## src/hw/rtl/lds_pkg.sv

```systemverilog
// lds_pkg: shared constants and types of the linear diophantine solver
// holds the data width, datapath widths, result status codes and sequencer states
// no dependencies
package lds_pkg;

  // width of the arithmetic the block models; coefficients use DataWidth-1 bits
  localparam int unsigned DataWidth = 32;

  localparam int unsigned CoefW = 31;  // coefficient and gcd field width
  localparam int unsigned RhsW  = 32;  // right-hand side field width
  localparam int unsigned SolW  = 64;  // solution field width
  localparam int unsigned MagW  = 32;  // divider operand width, holds |rhs|
  localparam int unsigned BzW   = 33;  // bezout coefficient and multiplier operand width
  localparam int unsigned ShW   = 5;   // divider alignment shift count

  localparam int unsigned RhsShift = RhsW - DataWidth;
  localparam logic [CoefW-1:0] CoefMask = CoefW'((64'd1 << (DataWidth - 1)) - 64'd1);

  typedef enum logic [1:0] {
    StSolved   = 2'd0,
    StNoSol    = 2'd1,
    StBothZero = 2'd2
  } status_e;

  typedef enum logic [3:0] {
    SIdle,
    SEuTest,
    SAlign,
    SReduce,
    SEuMulX,
    SEuMulY,
    SEuUpdY,
    SScaleX,
    SScaleY,
    SScaleW,
    SOut
  } state_e;

  typedef enum logic {
    DivEuclid,
    DivRhs
  } divmode_e;

endpackage

```

## src/hw/rtl/linear_diophantine_solver_top.sv

```systemverilog
// linear_diophantine_solver_top: solves a*x + b*y = c with the extended euclidean algorithm
// one shared shift-subtract divider and one shared 33x33 multiplier under a sequencer
// depends on lds_pkg
//
// usage:
//   input channel (in_valid_i / in_ready_o) carries one transaction of coef_a_i, coef_b_i
//   and rhs_i; output channel (out_valid_o / out_ready_i) returns one transaction of
//   sol_x_o, sol_y_o, divisor_o and status_o for each input transaction, in order.
//   the block works on one transaction at a time: in_ready_o is high only while idle.
// sequence:
//   both coefficients zero: out_valid_o rises in the cycle after acceptance.
//   otherwise each euclid step runs a zero test, then alignment shifts up and restoring
//   shift-subtract back down over the bit-length gap k between the two remainders, then
//   the bezout updates on the shared multiplier; then one more division of |c| by the gcd
//   (the zero test included) and scaling on the shared multiplier when a solution exists.
//   the block takes a new transaction only after the last result is taken, since it
//   passes through idle between transactions.
// reset:
//   rst_ni clears the sequencer to idle; no result is pending after reset.
// stall:
//   a finished result holds on the outputs until out_ready_i takes it; no new input
//   transaction is accepted meanwhile.
module linear_diophantine_solver_top (
  input  logic                             clk_i,
  input  logic                             rst_ni,
  input  logic                             in_valid_i,
  output logic                             in_ready_o,
  input  logic [lds_pkg::CoefW-1:0]        coef_a_i,
  input  logic [lds_pkg::CoefW-1:0]        coef_b_i,
  input  logic signed [lds_pkg::RhsW-1:0]  rhs_i,
  output logic                             out_valid_o,
  input  logic                             out_ready_i,
  output logic signed [lds_pkg::SolW-1:0]  sol_x_o,
  output logic signed [lds_pkg::SolW-1:0]  sol_y_o,
  output logic [lds_pkg::CoefW-1:0]        divisor_o,
  output lds_pkg::status_e                 status_o
);
  import lds_pkg::*;

  // sequencer
  state_e state_q, state_d;

  // euclid remainders and bezout coefficients (old and current column)
  logic [CoefW-1:0]      r0_q, r0_d, r1_q, r1_d;
  logic signed [BzW-1:0] x0_q, x0_d, x1_q, x1_d;
  logic signed [BzW-1:0] y0_q, y0_d, y1_q, y1_d;
  logic [RhsW-1:0]       rhs_q, rhs_d;

  // shared divider: partial remainder, aligned divisor, shift count, quotient
  logic [MagW-1:0] num_q, num_d;
  logic [MagW-1:0] den_q, den_d;
  logic [ShW-1:0]  sh_q, sh_d;
  logic [MagW-1:0] quo_q, quo_d;
  divmode_e        mode_q, mode_d;
  logic            neg_q, neg_d;

  // shared multiplier, product registered
  logic signed [BzW-1:0]     mul_a, mul_b;
  logic signed [2*BzW-1:0]   mul_p;
  logic signed [SolW-1:0]    prod_q;

  // result registers
  logic signed [SolW-1:0] sol_x_q, sol_x_d, sol_y_q, sol_y_d;
  logic [CoefW-1:0]       div_q, div_d;
  status_e                status_q, status_d;

  // input conditioning: coefficients masked, rhs sign-extended from DataWidth bits
  logic [CoefW-1:0] coef_a_m, coef_b_m;
  logic [RhsW-1:0]  rhs_ext;
  logic             in_fire;

  assign coef_a_m = coef_a_i & CoefMask;
  assign coef_b_m = coef_b_i & CoefMask;
  assign rhs_ext  = RhsW'((rhs_i <<< RhsShift) >>> RhsShift);
  assign in_fire  = in_valid_i && in_ready_o;

  // divider step logic
  logic            align_ok, sub_ok, last_bit;
  logic [MagW-1:0] num_sub, rem_after, quo_next, rhs_abs;

  assign align_ok  = {den_q, 1'b0} <= {1'b0, num_q};
  assign sub_ok    = num_q >= den_q;
  assign num_sub   = num_q - den_q;
  assign rem_after = sub_ok ? num_sub : num_q;
  assign quo_next  = {quo_q[MagW-2:0], sub_ok};
  assign last_bit  = (sh_q == '0);
  assign rhs_abs   = rhs_q[RhsW-1] ? (~rhs_q + 1'b1) : rhs_q;

  // quotient as a signed operand, and the scale factor c/g with its sign
  logic signed [BzW-1:0] quo_s, k_s;

  assign quo_s = signed'({1'b0, quo_q});
  assign k_s   = neg_q ? -quo_s : quo_s;

  assign mul_p = mul_a * mul_b;

  // next state
  always_comb begin
    state_d = state_q;
    unique case (state_q)
      SIdle: begin
        if (in_fire) begin
          state_d = ((coef_a_m == '0) && (coef_b_m == '0)) ? SOut : SEuTest;
        end
      end
      SEuTest: state_d = SAlign;
      SAlign: begin
        if (!align_ok) begin
          state_d = SReduce;
        end
      end
      SReduce: begin
        if (last_bit) begin
          if (mode_q == DivEuclid) begin
            state_d = SEuMulX;
          end else begin
            state_d = (rem_after != '0) ? SOut : SScaleX;
          end
        end
      end
      SEuMulX: state_d = SEuMulY;
      SEuMulY: state_d = SEuUpdY;
      SEuUpdY: state_d = SEuTest;
      SScaleX: state_d = SScaleY;
      SScaleY: state_d = SScaleW;
      SScaleW: state_d = SOut;
      SOut: begin
        if (out_ready_i) begin
          state_d = SIdle;
        end
      end
      default: state_d = SIdle;
    endcase
  end

  // handshake outputs and multiplier operand selection
  always_comb begin
    in_ready_o  = 1'b0;
    out_valid_o = 1'b0;
    mul_a       = quo_s;
    mul_b       = x1_q;
    unique case (state_q)
      SIdle:   in_ready_o  = 1'b1;
      SOut:    out_valid_o = 1'b1;
      SEuMulX: begin
        mul_a = quo_s;
        mul_b = x1_q;
      end
      SEuMulY: begin
        mul_a = quo_s;
        mul_b = y1_q;
      end
      SScaleX: begin
        mul_a = x0_q;
        mul_b = k_s;
      end
      SScaleY: begin
        mul_a = y0_q;
        mul_b = k_s;
      end
      default: begin
        mul_a = quo_s;
        mul_b = x1_q;
      end
    endcase
  end

  // datapath
  always_comb begin
    r0_d     = r0_q;
    r1_d     = r1_q;
    x0_d     = x0_q;
    x1_d     = x1_q;
    y0_d     = y0_q;
    y1_d     = y1_q;
    rhs_d    = rhs_q;
    num_d    = num_q;
    den_d    = den_q;
    sh_d     = sh_q;
    quo_d    = quo_q;
    mode_d   = mode_q;
    neg_d    = neg_q;
    sol_x_d  = sol_x_q;
    sol_y_d  = sol_y_q;
    div_d    = div_q;
    status_d = status_q;
    case (state_q)
      SIdle: begin
        if (in_fire) begin
          r0_d     = coef_a_m;
          r1_d     = coef_b_m;
          x0_d     = BzW'(1);
          x1_d     = '0;
          y0_d     = '0;
          y1_d     = BzW'(1);
          rhs_d    = rhs_ext;
          sol_x_d  = '0;
          sol_y_d  = '0;
          div_d    = '0;
          status_d = StBothZero;
        end
      end
      SEuTest: begin
        sh_d  = '0;
        quo_d = '0;
        if (r1_q == '0) begin
          // gcd found: divide |c| by it
          num_d  = rhs_abs;
          den_d  = MagW'(r0_q);
          mode_d = DivRhs;
          neg_d  = rhs_q[RhsW-1];
          div_d  = r0_q;
        end else begin
          num_d  = MagW'(r0_q);
          den_d  = MagW'(r1_q);
          mode_d = DivEuclid;
        end
      end
      SAlign: begin
        if (align_ok) begin
          den_d = {den_q[MagW-2:0], 1'b0};
          sh_d  = sh_q + 1'b1;
        end
      end
      SReduce: begin
        num_d = rem_after;
        quo_d = quo_next;
        if (!last_bit) begin
          den_d = {1'b0, den_q[MagW-1:1]};
          sh_d  = sh_q - 1'b1;
        end else if ((mode_q == DivRhs) && (rem_after != '0)) begin
          sol_x_d  = '0;
          sol_y_d  = '0;
          status_d = StNoSol;
        end
      end
      SEuMulY: begin
        x0_d = x1_q;
        x1_d = x0_q - signed'(prod_q[BzW-1:0]);
      end
      SEuUpdY: begin
        y0_d = y1_q;
        y1_d = y0_q - signed'(prod_q[BzW-1:0]);
        r0_d = r1_q;
        r1_d = num_q[CoefW-1:0];
      end
      SScaleY: sol_x_d = prod_q;
      SScaleW: begin
        sol_y_d  = prod_q;
        status_d = StSolved;
      end
      default: ;
    endcase
  end

  always_ff @(posedge clk_i or negedge rst_ni) begin
    if (!rst_ni) begin
      state_q <= SIdle;
    end else begin
      state_q <= state_d;
    end
  end

  always_ff @(posedge clk_i) begin
    r0_q     <= r0_d;
    r1_q     <= r1_d;
    x0_q     <= x0_d;
    x1_q     <= x1_d;
    y0_q     <= y0_d;
    y1_q     <= y1_d;
    rhs_q    <= rhs_d;
    num_q    <= num_d;
    den_q    <= den_d;
    sh_q     <= sh_d;
    quo_q    <= quo_d;
    mode_q   <= mode_d;
    neg_q    <= neg_d;
    prod_q   <= mul_p[SolW-1:0];
    sol_x_q  <= sol_x_d;
    sol_y_q  <= sol_y_d;
    div_q    <= div_d;
    status_q <= status_d;
  end

  assign sol_x_o   = sol_x_q;
  assign sol_y_o   = sol_y_q;
  assign divisor_o = div_q;
  assign status_o  = status_q;

  // checks
  a_ready_valid_excl: assert property (@(posedge clk_i) disable iff (!rst_ni)
    !(in_ready_o && out_valid_o))
    else $error("input ready while a result is pending");

  a_accept_busy: assert property (@(posedge clk_i) disable iff (!rst_ni)
    in_valid_i && in_ready_o |=> !in_ready_o)
    else $error("accepted a second transaction while busy");

  a_both_zero: assert property (@(posedge clk_i) disable iff (!rst_ni)
    out_valid_o && (status_o == StBothZero) |->
      (divisor_o == '0) && (sol_x_o == '0) && (sol_y_o == '0))
    else $error("both-zero result carries nonzero fields");

  a_nosol_zero: assert property (@(posedge clk_i) disable iff (!rst_ni)
    out_valid_o && (status_o == StNoSol) |->
      (divisor_o != '0) && (sol_x_o == '0) && (sol_y_o == '0))
    else $error("no-solution result malformed");

  a_solved_gcd: assert property (@(posedge clk_i) disable iff (!rst_ni)
    out_valid_o && (status_o == StSolved) |-> (divisor_o != '0))
    else $error("solved result with zero gcd");

endmodule
```

## config.mk

```make
export PLATFORM = sky130hd
export DESIGN_NAME = linear_diophantine_solver_top
export DESIGN_NICKNAME = d
export VERILOG_FILES = /design/src/hw/rtl/lds_pkg.sv /design/src/hw/rtl/linear_diophantine_solver_top.sv
export SDC_FILE = /design/constraint.sdc
export NUM_CORES = 2
export LEC_CHECK = 0
export ABC_AREA = 1
export BUFFER_PORTS_ARGS = -buffer_cell sky130_fd_sc_hd__buf_2
export CAP_MARGIN = 20
export CORE_MARGIN = 5
export CORE_UTILIZATION = 40
export CTS_BUF_LIST = sky130_fd_sc_hd__clkbuf_16
export CTS_CLUSTER_SIZE = 25
export DETAILED_ROUTE_END_ITERATION = 12
export SYNTH_ARGS = -nofsm -noshare
export SYNTH_HDL_FRONTEND = slang
export SYNTH_SLANG_ARGS = --single-unit
```

## constraint.sdc

```tcl
create_clock -name clk_i -period 15.74 [get_ports clk_i]
set_input_delay 3.148 -clock clk_i [delete_from_list [all_inputs] [get_ports clk_i]]
set_output_delay 3.148 -clock clk_i [all_outputs]
set_load 0.02 [all_outputs]
```

==> results.md <==
- Combinational family with the most area after synthesis: adder cells
- Worst clock skew: 0.0916 ns
- Synth cell types: 60
- Row count: 151
- Final Setup Violations: 0
- Die Ht: 423 um
- Post-DP HPWL: 198 mm
- Final worst-path cycle share: 0.787
- Synth Area in Compound Gates: 0.0765
- Number of synthesized flops with an enable pin: 490
- Clock root buffer: clkbuf_16
- H-tree levels: 3
- Port bufs: 260
- Final hold vios: 0
- Setup bufs post-CTS: 0
- R2R Setup Slk: 3.36 ns
- Clk slew on worst S/H paths: 0.06 ns
- Setup TNS: 0 ns
- Number of DRC markers in iteration 0: 5708
- # IOs: 261
- #FFs+latches synth: 558
- CTS max path bufs: 3
- Status: finished, final reports clean
- Yosys top cell by area: fa_1
- Num CTS Buffers: 71
- Clock sink total: 558
- Number of antenna-violating nets in the routed design: 0
- GRT Util Overall: 0.282
- Post-CTS sizing: 0
- Vias per std cell: 5.44
- Mapped cell area: 0.0682 mm^2
- Most common cell after layout, fill and taps aside: inv_1
- Hold Path Class: register to register
- Synth Area in Adders: 0.395
- Pin count of the biggest net entering global routing: 87
- Area growth syn-to-layout: 9.56%
- Placer Congestion: 1.06
- Startpoint Class: register
- Final slew viol count: 0
- Worst-Skew Late Latency: 0.74 ns
- Ys async rst share: 0.00717
- Highest Clock Rate: 0.0807 GHz
- Initial Util: 0.402
- Critical setup path kind: register to register
- Top-area cell type share of the netlist area: 0.332
- Slowest cell on the critical path: o21ai_0
- RSZ-0062 raised after global routing: false
- Pre-antenna DRT Iters: 8
- Global-route wire length before repair: 375 mm
- CTS tree: yes
- Top cells by area, synth: fa_1, edfxtp_1, inv_1
- Dominant synthesized flop cell: edfxtp_1
- Nets: 9630
- Post-DR wirelength/cell: 24.6 um
- Mux cell area share after synthesis: 0
- Synth Instances: 7875
- Mean post-synth cell area: 8.66 um^2
- Util after Layout: 0.441
- Crit. End Element: register
- Layout cells sized above 1: 0.0732
- Most frequent cells in the layout: inv_1, nand2_1, fa_1, nor2_1, edfxtp_1
- # DRC: 0
- Worst Path Required: 16.32 ns
- Post-synthesis simple-gate area fraction: 0.160
- Most frequent cell on the critical path: inv_1
- Post-Synthesis Net Count: 9446
- Worst path max stage delay: 0.96 ns
- Min cycle time layout: 12.38 ns
- Post-Synth XOR/XNOR Area: 0.0143
- Actual slew at the worst max-slew pin: 1.19 ns
- CP Max Fanout: 51
- Slew headroom: 0.203
- Number of global-route vias before repair: 56900
- Post-synthesis sequential area ratio: 0.236
- Die X: 423 um
- Die area: 0.179 mm^2
- Post-CTS Hold Buffers: 0
- Core area: 0.169 mm^2
- Total wire length: 254 mm
- Routed vias: 56200
- Initial antenna violation count: 10
- Max cap viols: 0
- Critical path arrival: 12.96 ns
- Hold_ws: 0.545 ns
- Gr ovfl total: 0
- Ys Warns: 0
## stage by stage
step	worst slack (ns)	instance area (um^2)	instances
final	3.36	74700	10300
after global routing	3.05	74700	10300
after CTS	3.73	74600	10300
after detailed placement	3.81	72200	10200
after global placement	3.23	72100	10200
after floorplan	7.61	68200	7875
## path summary, 6_finish.rpt
check	start	end	cells after the start
min	prod_q[43]$_DFF_P_	sol_x_o[43]$_SDFFCE_PP0P_	2
max in group asynchronous	rst_ni	state_q[2]$_DFFE_PN0P_	1
min reg2reg	prod_q[43]$_DFF_P_	sol_x_o[43]$_SDFFCE_PP0P_	2
max reg2reg	state_q[2]$_DFFE_PN0P_	prod_q[56]$_DFF_P_	39
min in group asynchronous	rst_ni	state_q[1]$_DFFE_PN0P_	1
max	state_q[2]$_DFFE_PN0P_	prod_q[56]$_DFF_P_	39
## sequential cells by signal, summed over array words and instances (netlist names), 33 cells and up
signal / count
y1_q: 33
y0_q: 33
x1_q: 33
x0_q: 33
sol_x_o: 64
prod_q: 64
sol_y_o: 64
## synthesized netlist by cell type (3+ instances only)
| master | instances |
|---|---|
| nor3_1 | 40 |
| nor2_4 | 6 |
| nand4_1 | 59 |
| ha_1 | 344 |
| xor2_1 | 73 |
| buf_2 | 86 |
| o22ai_1 | 7 |
| o21bai_1 | 14 |
| o21ai_0 | 251 |
| nor2_2 | 8 |
| o31ai_1 | 6 |
| nand3_1 | 146 |
| nor2_1 | 1038 |
| dfxtp_1 | 64 |
| buf_1 | 9 |
| xnor2_1 | 38 |
| o21ai_1 | 15 |
| a211oi_1 | 4 |
| o21a_1 | 36 |
| nand3b_1 | 9 |
| nor4_1 | 25 |
| clkbuf_1 | 170 |
| buf_4 | 6 |
| a21o_1 | 13 |
| clkinv_1 | 14 |
| nand2_1 | 1381 |
| o21ai_2 | 7 |
| a21oi_2 | 22 |
| or2_2 | 5 |
| nand2_2 | 11 |
| dfrtp_1 | 4 |
| a2111oi_0 | 3 |
| o211ai_1 | 36 |
| a22o_1 | 30 |
| a31oi_1 | 24 |
| edfxtp_1 | 490 |
| fa_1 | 1129 |
| o221ai_1 | 52 |
| a21oi_1 | 346 |
| a22oi_1 | 4 |
| inv_2 | 15 |
| inv_1 | 1811 |
## logic make-up after synthesis
family | after synthesis
AOI/OAI and AO/OA | 883
xor gates and xnor gates | 111
adders and majority gates | 1473
buffers and inverters | 2113
DFF | 558
and+or+nand+nor | 2737
## worst max-delay path, delay by kind of cell, from the launching register on
| kind | cells | cell delay, ns |
|---|---|---|
| fa+ha+maj | 9 | 4.80 |
| simple gates | 14 | 3.01 |
| buf+inv | 13 | 2.41 |
| compound gates | 2 | 1.25 |
| flops | 1 | 0.40 |
| xor+xnor | 1 | 0.27 |
## final cells by class
type | instances | area [um^2]
Clock inverter | 57 | 606
Inverter | 1840 | 6910
Antenna cell | 4 | 10.0
Sequential cell | 558 | 16100
Timing Repair Buffer | 384 | 2360
Fill cell | 16700 | 94800
Clock buffer | 71 | 1780
Tap cell | 2218 | 2780
Multi-Input combinational cell | 5204 | 44200
## per-layer routing
layer / global-route usage / vias to the layer above / share of wire
met3: 0.0611 / 602 / 0.096
met1: 0.379 / 28300 / 0.40
met5: 0 / - / 0.00016
met4: 0.125 / 6 / 0.055
li1: - / 24400 / -
met2: 0.440 / 2879 / 0.45
Power is left out: the tool's default activity adds up to more than one toggle a clock period on the data nets, which glitch-free logic cannot reach.
